<file path="src/design/tgd_pkg.sv">
// Shared types and constants for the tap gesture detector.
// No dependencies; imported by every module of the block.
`default_nettype none

package tgd_pkg;

  localparam int THRESH_W  = 15;
  localparam int DUR_W     = 32;
  localparam int ELAPSED_W = 16;
  localparam int CFG_IDX_W = 2;
  localparam int CFG_DATA_W = 32;

  // Item mode codes; the fourth code is a no-op.
  localparam logic [1:0] MODE_UPDATE  = 2'd0;
  localparam logic [1:0] MODE_INITIAL = 2'd1;
  localparam logic [1:0] MODE_TICK    = 2'd2;

  // Configuration register indexes.
  localparam logic [CFG_IDX_W-1:0] REG_THRESHOLD = 2'd0;
  localparam logic [CFG_IDX_W-1:0] REG_DURATION  = 2'd1;
  localparam logic [CFG_IDX_W-1:0] REG_TWO_AXIS  = 2'd2;

  typedef enum logic [1:0] {
    PH_WAITING   = 2'd0,
    PH_STARTED   = 2'd1,
    PH_PERFORMED = 2'd2,
    PH_FAILED    = 2'd3
  } phase_t;

  // Control fields carried from the square stage to the state stage.
  typedef struct packed {
    logic [1:0]           mode;
    logic                 scalar_over;
    logic [ELAPSED_W-1:0] elapsed;
  } stage_ctl_t;

endpackage

`default_nettype wire

</file>
<file path="src/design/tgd_square.sv">
// First pipeline stage: sample magnitudes, their squares, threshold square
// and the scalar compare. Depends on tgd_pkg.
`default_nettype none

module tgd_square import tgd_pkg::*; #(
  parameter int SAMPLE_BITS = 16
) (
  input  wire logic                          clk,
  input  wire logic                          load,
  input  wire logic [1:0]                    mode,
  input  wire logic signed [SAMPLE_BITS-1:0] sample_x,
  input  wire logic signed [SAMPLE_BITS-1:0] sample_y,
  input  wire logic [ELAPSED_W-1:0]          elapsed,
  input  wire logic [THRESH_W-1:0]           threshold,
  output logic [2*SAMPLE_BITS-1:0]           x_sq,
  output logic [2*SAMPLE_BITS-1:0]           y_sq,
  output logic [2*THRESH_W-1:0]              t_sq,
  output stage_ctl_t                         ctl
);

  localparam int SQ_W  = 2 * SAMPLE_BITS;
  localparam int CMP_W = (SAMPLE_BITS > THRESH_W) ? SAMPLE_BITS : THRESH_W;

  logic [SAMPLE_BITS-1:0] mag_x;
  logic [SAMPLE_BITS-1:0] mag_y;
  logic                   scalar_over;

  // Two's complement magnitude; the most negative value maps to 2^(n-1).
  assign mag_x = sample_x[SAMPLE_BITS-1] ? (~sample_x + 1'b1) : sample_x;
  assign mag_y = sample_y[SAMPLE_BITS-1] ? (~sample_y + 1'b1) : sample_y;

  assign scalar_over = !sample_x[SAMPLE_BITS-1] &&
                       (CMP_W'(mag_x) >= CMP_W'(threshold));

  always_ff @(posedge clk) begin
    if (load) begin
      x_sq            <= SQ_W'(mag_x) * SQ_W'(mag_x);
      y_sq            <= SQ_W'(mag_y) * SQ_W'(mag_y);
      t_sq            <= (2*THRESH_W)'(threshold) * (2*THRESH_W)'(threshold);
      ctl.mode        <= mode;
      ctl.scalar_over <= scalar_over;
      ctl.elapsed     <= elapsed;
    end
  end

endmodule

`default_nettype wire

</file>
<file path="src/design/tgd_fsm.sv">
// Second pipeline stage: magnitude compare, tap state machine, hold timer
// and the result register. Depends on tgd_pkg.
`default_nettype none

module tgd_fsm import tgd_pkg::*; #(
  parameter int SAMPLE_BITS = 16,
  parameter int TIME_BITS   = 32
) (
  input  wire logic                     clk,
  input  wire logic                     rst,
  input  wire logic                     load,
  input  wire stage_ctl_t               ctl,
  input  wire logic [2*SAMPLE_BITS-1:0] x_sq,
  input  wire logic [2*SAMPLE_BITS-1:0] y_sq,
  input  wire logic [2*THRESH_W-1:0]    t_sq,
  input  wire logic                     two_axis,
  input  wire logic [DUR_W-1:0]         duration,
  output logic [1:0]                    phase,
  output logic                          trigger
);

  localparam int SUM_W = (2*SAMPLE_BITS + 1 > 2*THRESH_W) ? 2*SAMPLE_BITS + 1 : 2*THRESH_W;
  localparam int CMP_W = (TIME_BITS > DUR_W) ? TIME_BITS : DUR_W;

  phase_t               phase_reg;
  phase_t               phase_next;
  logic [TIME_BITS-1:0] hold_time;
  logic [TIME_BITS-1:0] hold_time_next;
  logic [TIME_BITS:0]   hold_sum;
  logic [TIME_BITS-1:0] hold_sat;
  logic [SUM_W-1:0]     mag_sum;
  logic                 over;

  assign mag_sum = SUM_W'(x_sq) + SUM_W'(y_sq);
  assign over    = two_axis ? (mag_sum >= SUM_W'(t_sq)) : ctl.scalar_over;

  // Saturating timer add: carry out pins the count at all ones.
  assign hold_sum = {1'b0, hold_time} + (TIME_BITS+1)'(ctl.elapsed);
  assign hold_sat = hold_sum[TIME_BITS] ? {TIME_BITS{1'b1}} : hold_sum[TIME_BITS-1:0];

  always_comb begin
    phase_next     = phase_reg;
    hold_time_next = hold_time;
    case (ctl.mode)
      MODE_INITIAL: begin
        hold_time_next = '0;
        phase_next     = over ? PH_STARTED : PH_WAITING;
      end
      MODE_UPDATE: begin
        if (phase_reg == PH_WAITING && over) begin
          phase_next = PH_STARTED;
        end else if (phase_reg == PH_STARTED && !over) begin
          phase_next = PH_PERFORMED;
        end
      end
      MODE_TICK: begin
        if (phase_reg == PH_STARTED) begin
          hold_time_next = hold_sat;
          if (CMP_W'(hold_sat) >= CMP_W'(duration)) begin
            phase_next = PH_FAILED;
          end
        end else if (phase_reg == PH_PERFORMED || phase_reg == PH_FAILED) begin
          phase_next     = PH_WAITING;
          hold_time_next = '0;
        end
      end
      default: begin
      end
    endcase
  end

  always_ff @(posedge clk) begin
    if (rst) begin
      phase_reg <= PH_WAITING;
      hold_time <= '0;
    end else if (load) begin
      phase_reg <= phase_next;
      hold_time <= hold_time_next;
    end
  end

  always_ff @(posedge clk) begin
    if (load) begin
      phase   <= phase_next;
      trigger <= (phase_next == PH_PERFORMED);
    end
  end

  // Waiting is only entered with the timer cleared.
  assert property (@(posedge clk) disable iff (rst)
    phase_reg == PH_WAITING |-> hold_time == '0)
    else $error("hold timer nonzero while waiting");

  // State moves only when a transaction passes through this stage.
  assert property (@(posedge clk) disable iff (rst)
    !load |=> $stable(phase_reg) && $stable(hold_time))
    else $error("state changed without a transaction");

  // Performed is reached from started only.
  assert property (@(posedge clk) disable iff (rst)
    load && phase_next == PH_PERFORMED && phase_reg != PH_PERFORMED
      |-> phase_reg == PH_STARTED)
    else $error("performed entered from wrong phase");

endmodule

`default_nettype wire

</file>
<file path="src/design/tap_gesture_detector_unit.sv">
// Top level of the tap gesture detector: config registers, pipeline valids
// and flow control. Depends on tgd_pkg, tgd_square and tgd_fsm.
// A result passes the square stage register, then the state stage register.
// Throughput: one item per cycle unless the output stalls; the two stages collapse bubbles.
// Reset (rst, synchronous): phase waiting, timer and config registers zero,
// pipeline empty.
`default_nettype none

module tap_gesture_detector_unit import tgd_pkg::*; #(
  parameter int SAMPLE_BITS = 16,
  parameter int TIME_BITS   = 32
) (
  input  wire logic                          clk,
  input  wire logic                          rst,
  input  wire logic                          cfg_write,
  input  wire logic [CFG_IDX_W-1:0]          cfg_index,
  input  wire logic [CFG_DATA_W-1:0]         cfg_data,
  input  wire logic                          item_valid,
  output logic                               item_stall,
  input  wire logic [1:0]                    mode,
  input  wire logic signed [SAMPLE_BITS-1:0] sample_x,
  input  wire logic signed [SAMPLE_BITS-1:0] sample_y,
  input  wire logic [ELAPSED_W-1:0]          elapsed,
  output logic                               result_valid,
  input  wire logic                          result_stall,
  output logic [1:0]                         phase,
  output logic                               trigger
);

  logic [THRESH_W-1:0]      threshold;
  logic [DUR_W-1:0]         duration;
  logic                     two_axis;
  logic                     sq_valid;
  logic                     out_adv;
  logic                     sq_load;
  logic                     fsm_load;
  logic [2*SAMPLE_BITS-1:0] x_sq;
  logic [2*SAMPLE_BITS-1:0] y_sq;
  logic [2*THRESH_W-1:0]    t_sq;
  stage_ctl_t               ctl;

  always_ff @(posedge clk) begin
    if (rst) begin
      threshold <= '0;
      duration  <= '0;
      two_axis  <= 1'b0;
    end else if (cfg_write) begin
      case (cfg_index)
        REG_THRESHOLD: threshold <= cfg_data[THRESH_W-1:0];
        REG_DURATION:  duration  <= cfg_data[DUR_W-1:0];
        REG_TWO_AXIS:  two_axis  <= cfg_data[0];
        default: begin
        end
      endcase
    end
  end

  // Output register can take a new result when empty or being drained.
  assign out_adv    = !result_valid || !result_stall;
  assign item_stall = sq_valid && !out_adv;
  assign sq_load    = item_valid && !item_stall;
  assign fsm_load   = sq_valid && out_adv;

  always_ff @(posedge clk) begin
    if (rst) begin
      sq_valid     <= 1'b0;
      result_valid <= 1'b0;
    end else begin
      if (!sq_valid || out_adv) begin
        sq_valid <= item_valid;
      end
      if (out_adv) begin
        result_valid <= sq_valid;
      end
    end
  end

  tgd_square #(
    .SAMPLE_BITS(SAMPLE_BITS)
  ) u_square (
    .clk       (clk),
    .load      (sq_load),
    .mode      (mode),
    .sample_x  (sample_x),
    .sample_y  (sample_y),
    .elapsed   (elapsed),
    .threshold (threshold),
    .x_sq      (x_sq),
    .y_sq      (y_sq),
    .t_sq      (t_sq),
    .ctl       (ctl)
  );

  tgd_fsm #(
    .SAMPLE_BITS(SAMPLE_BITS),
    .TIME_BITS  (TIME_BITS)
  ) u_fsm (
    .clk      (clk),
    .rst      (rst),
    .load     (fsm_load),
    .ctl      (ctl),
    .x_sq     (x_sq),
    .y_sq     (y_sq),
    .t_sq     (t_sq),
    .two_axis (two_axis),
    .duration (duration),
    .phase    (phase),
    .trigger  (trigger)
  );

  // Input stalls only when both stages hold a transaction.
  assert property (@(posedge clk) disable iff (rst)
    item_stall |-> sq_valid && result_valid && result_stall)
    else $error("input stalled with room in pipeline");

  // A transaction in the first stage reaches the output on the next edge it can.
  assert property (@(posedge clk) disable iff (rst)
    fsm_load |=> result_valid)
    else $error("transaction lost between stages");

  // Trigger is high exactly for performed results.
  assert property (@(posedge clk) disable iff (rst)
    result_valid |-> trigger == (phase == PH_PERFORMED))
    else $error("trigger disagrees with phase");

endmodule

`default_nettype wire

</file>
<file path="config.mk">
export PLATFORM = sky130hd
export DESIGN_NAME = tap_gesture_detector_unit
export DESIGN_NICKNAME = d
export VERILOG_FILES = /design/src/design/tgd_pkg.sv /design/src/design/tgd_square.sv /design/src/design/tgd_fsm.sv /design/src/design/tap_gesture_detector_unit.sv
export SDC_FILE = /design/constraint.sdc
export NUM_CORES = 2
export LEC_CHECK = 0
export BUFFER_PORTS_ARGS = -buffer_cell sky130_fd_sc_hd__buf_4
export CAP_MARGIN = 20
export CORE_MARGIN = 1
export CORE_UTILIZATION = 50
export CTS_CLUSTER_SIZE = 28
export DETAILED_ROUTE_END_ITERATION = 12
export MAX_ROUTING_LAYER = met4
export PLACE_DENSITY = 0.69
export SETUP_SLACK_MARGIN = 0.15
export SLEW_MARGIN = 10
export SYNTH_ARGS = -nofsm -noshare
export SYNTH_HDL_FRONTEND = slang
export SYNTH_SLANG_ARGS = --single-unit
</file>
<file path="constraint.sdc">
create_clock -name clk -period 12.4 [get_ports clk]
set_input_delay 3.72 -clock clk [delete_from_list [all_inputs] [get_ports clk]]
set_output_delay 3.72 -clock clk [all_outputs]
set_load 0.05 [all_outputs]
</file>
==> impl_metrics.yaml <==
run_status:
  outcome: "finished clean"
place:
  port_buffers: 93
  place_congestion: 0.948
  dp_cells: 4422
  place_hpwl_um: 60400
floorplanning:
  fp.dieH_um: 253
  rows: 91
  start_util_pct: 50.9
  die_w_um: 253
  die_area_um2: 64200
  fp.coreArea_um2: 62100
  num_io_pins: 94
synth:
  ys_ff_latch: 197
  synth-async-reset-ratio_pct: 0
  synth.distinct_cells: 86
  synth_area_um2: 31600
  seq_area_frac_synth_pct: 16.1
  synth_enable_flop_cells: 113
  ys.warnings.count: 0
  syn_avg_cell_area_um2: 8.99
  netlist_instances: 3517
  dominantRegCellSynth: "edfxtp_1"
grt:
  antenna_found_initial: 0
  grt_overflow: 0
  grt_pass1_wl_um: 120000
  grt_pass1_vias: 23600
  grtUsageTotal_pct: 24.4
  grt_max_degree: 84
worst_setup_path:
  endpoint_kind: "flop"
  crit_top_cell: "fa_1"
  max_stage_delay_ps: 560
  cpMaxStageDelayCell: "xor2_1"
  crit_buf_inv: 8
  critPathRequiredTime_ps: 12620
  crit_type: "input port to flop"
  crit_family: "adder cells"
  worst-path-max-fanout: 7
  crit_arrival_ps: 11830
  cp-start-kind: "input port"
timing:
  skew_ps: 13.9
  fin_crit_sh_pct: 93.6
  maxSlewViolCount: 0
  fin_setup_tns_ps: 0
  setup_viol: 0
  worst_pin_slew_ps: 1000
  hold_violations: 0
  fin_crit_ps: 11610
  max_freq_mhz: 86.1
  slew-limit-headroom_pct: 32.7
  rsz0062_at_grt: "false"
detailed_routing:
  antenna_left: 0
  vias_per_cell: 5.32
  totalWireLength_um: 72500
  first_pass_iters: 6
  vias: 23700
  wire_per_inst_um: 16.3
  first_iter_violations: 1421
  drc: 0
cts:
  post_cts_buffers: 0
  cts_sinks: 197
  cts-root-buf: "clkbuf_16"
  hold_buffers: 0
  h-tree-depth: 4
  cts-resized-gates: 0
  clk_latency_ps: 490
  clock_tree.buffer_depth: 2
  clk_pin_slew_ps: 70
  cts_tree: "built"
  cts_made_buffers: 17
worst_hold_path:
  hold_class: "flop to flop"
layout:
  diodes: 0
  instances_no_fill: 4454
  reg_top3: "duration: 32 flops, u_fsm.hold_time: 32 flops"
  final_common_cell: "inv_1"
  drive_above_1_share_pct: 5.81
  fin_nets: 4573
  layout_common_cells: "inv_1 (737), fa_1 (466), ha_1 (413)"
  syn_to_final_growth_pct: 7.55
run:
  max-cap-violations: 0
==> cell usage after synthesis (27+ instances only) <==
library cell  number  share of area, %
o21ai_1           27              0.43
nor3_1            35              0.55
edfxtp_1         113                11
xor2_1            47               1.3
inv_1            737               8.8
a21oi_1          170               2.7
ha_1             413                16
nand3_1           43              0.68
clkbuf_1          79              0.94
fa_1             466                30
nor2_1           287               3.4
o21ai_0           76               1.2
xnor2_1          116               3.2
nand2_1          365               4.3
a21o_1            63               1.5
dfxtp_1           84               5.3
==> tightest hold or removal path, delay by kind of cell, from the launching register on <==
kind             cells  cell delay, ps
AO/OA/AOI/OAI        1              50
AND/OR/NAND/NOR      1              50
flip-flops           1             310
==> cell families (layout without fill, tap and decap cells) <==
| group | after synthesis | in the layout | share of synthesized area, % |
|---|---|---|---|
| and+or+nand+nor | 891 | 891 | 12.4 |
| adders and majority gates | 879 | 879 | 45.9 |
| buffers and inverters | 851 | 931 | 10.1 |
| AOI/OAI and AO/OA | 528 | 528 | 10.9 |
| DFF | 197 | 197 | 16.1 |
| xor gates and xnor gates | 163 | 163 | 4.52 |
| muxes | 6 | 6 | 0.198 |
| other | 2 | 22 | 0.0238 |
==> per-stage QoR <==
step,setup slack (ps),area (µm²),hold slack (ps),util (%)
after global placement,467,33400,443,53.8
after detailed placement,343,33400,448,53.8
after global routing,318,34000,476,54.8
final,789,34000,458,54.8
after floorplan,470,31700,429,-
after CTS,830,34000,459,54.7
==> cell type report <==
| cell class | count | area, µm² |
|---|---|---|
| Inverter | 771 | 2890 |
| Tap cell | 837 | 1050 |
| Clock inverter | 13 | 111 |
| Multi-Input combinational cell | 2489 | 23400 |
| Fill cell | 5680 | 28100 |
| Timing Repair Buffer | 129 | 988 |
| Clock buffer | 18 | 439 |
| Sequential cell | 197 | 5070 |
==> per-layer routing <==
layer	global-route usage [%]	share of wire, %	vias to the layer above
met5	-	0	-
met4	5.56	1.8	0
li1	-	-	11500
met2	39.9	49	571
met1	32.3	44	11600
met3	2.94	5.0	71
==> path summary, 6_finish.rpt <==
path                              startpoint                 to  slack (ps)  cells after the start
worst max-delay path             sample_y[1]  u_square.y_sq[30]         790                     31
worst min-delay path             duration[8]        duration[8]         460                      2
worst max register to register  threshold[2]  u_square.t_sq[28]        4880                     21
worst min register to register   duration[8]        duration[8]         460                      2
Power is left out: the tool's default activity adds up to more than one toggle a clock period on the data nets, which glitch-free logic cannot reach.
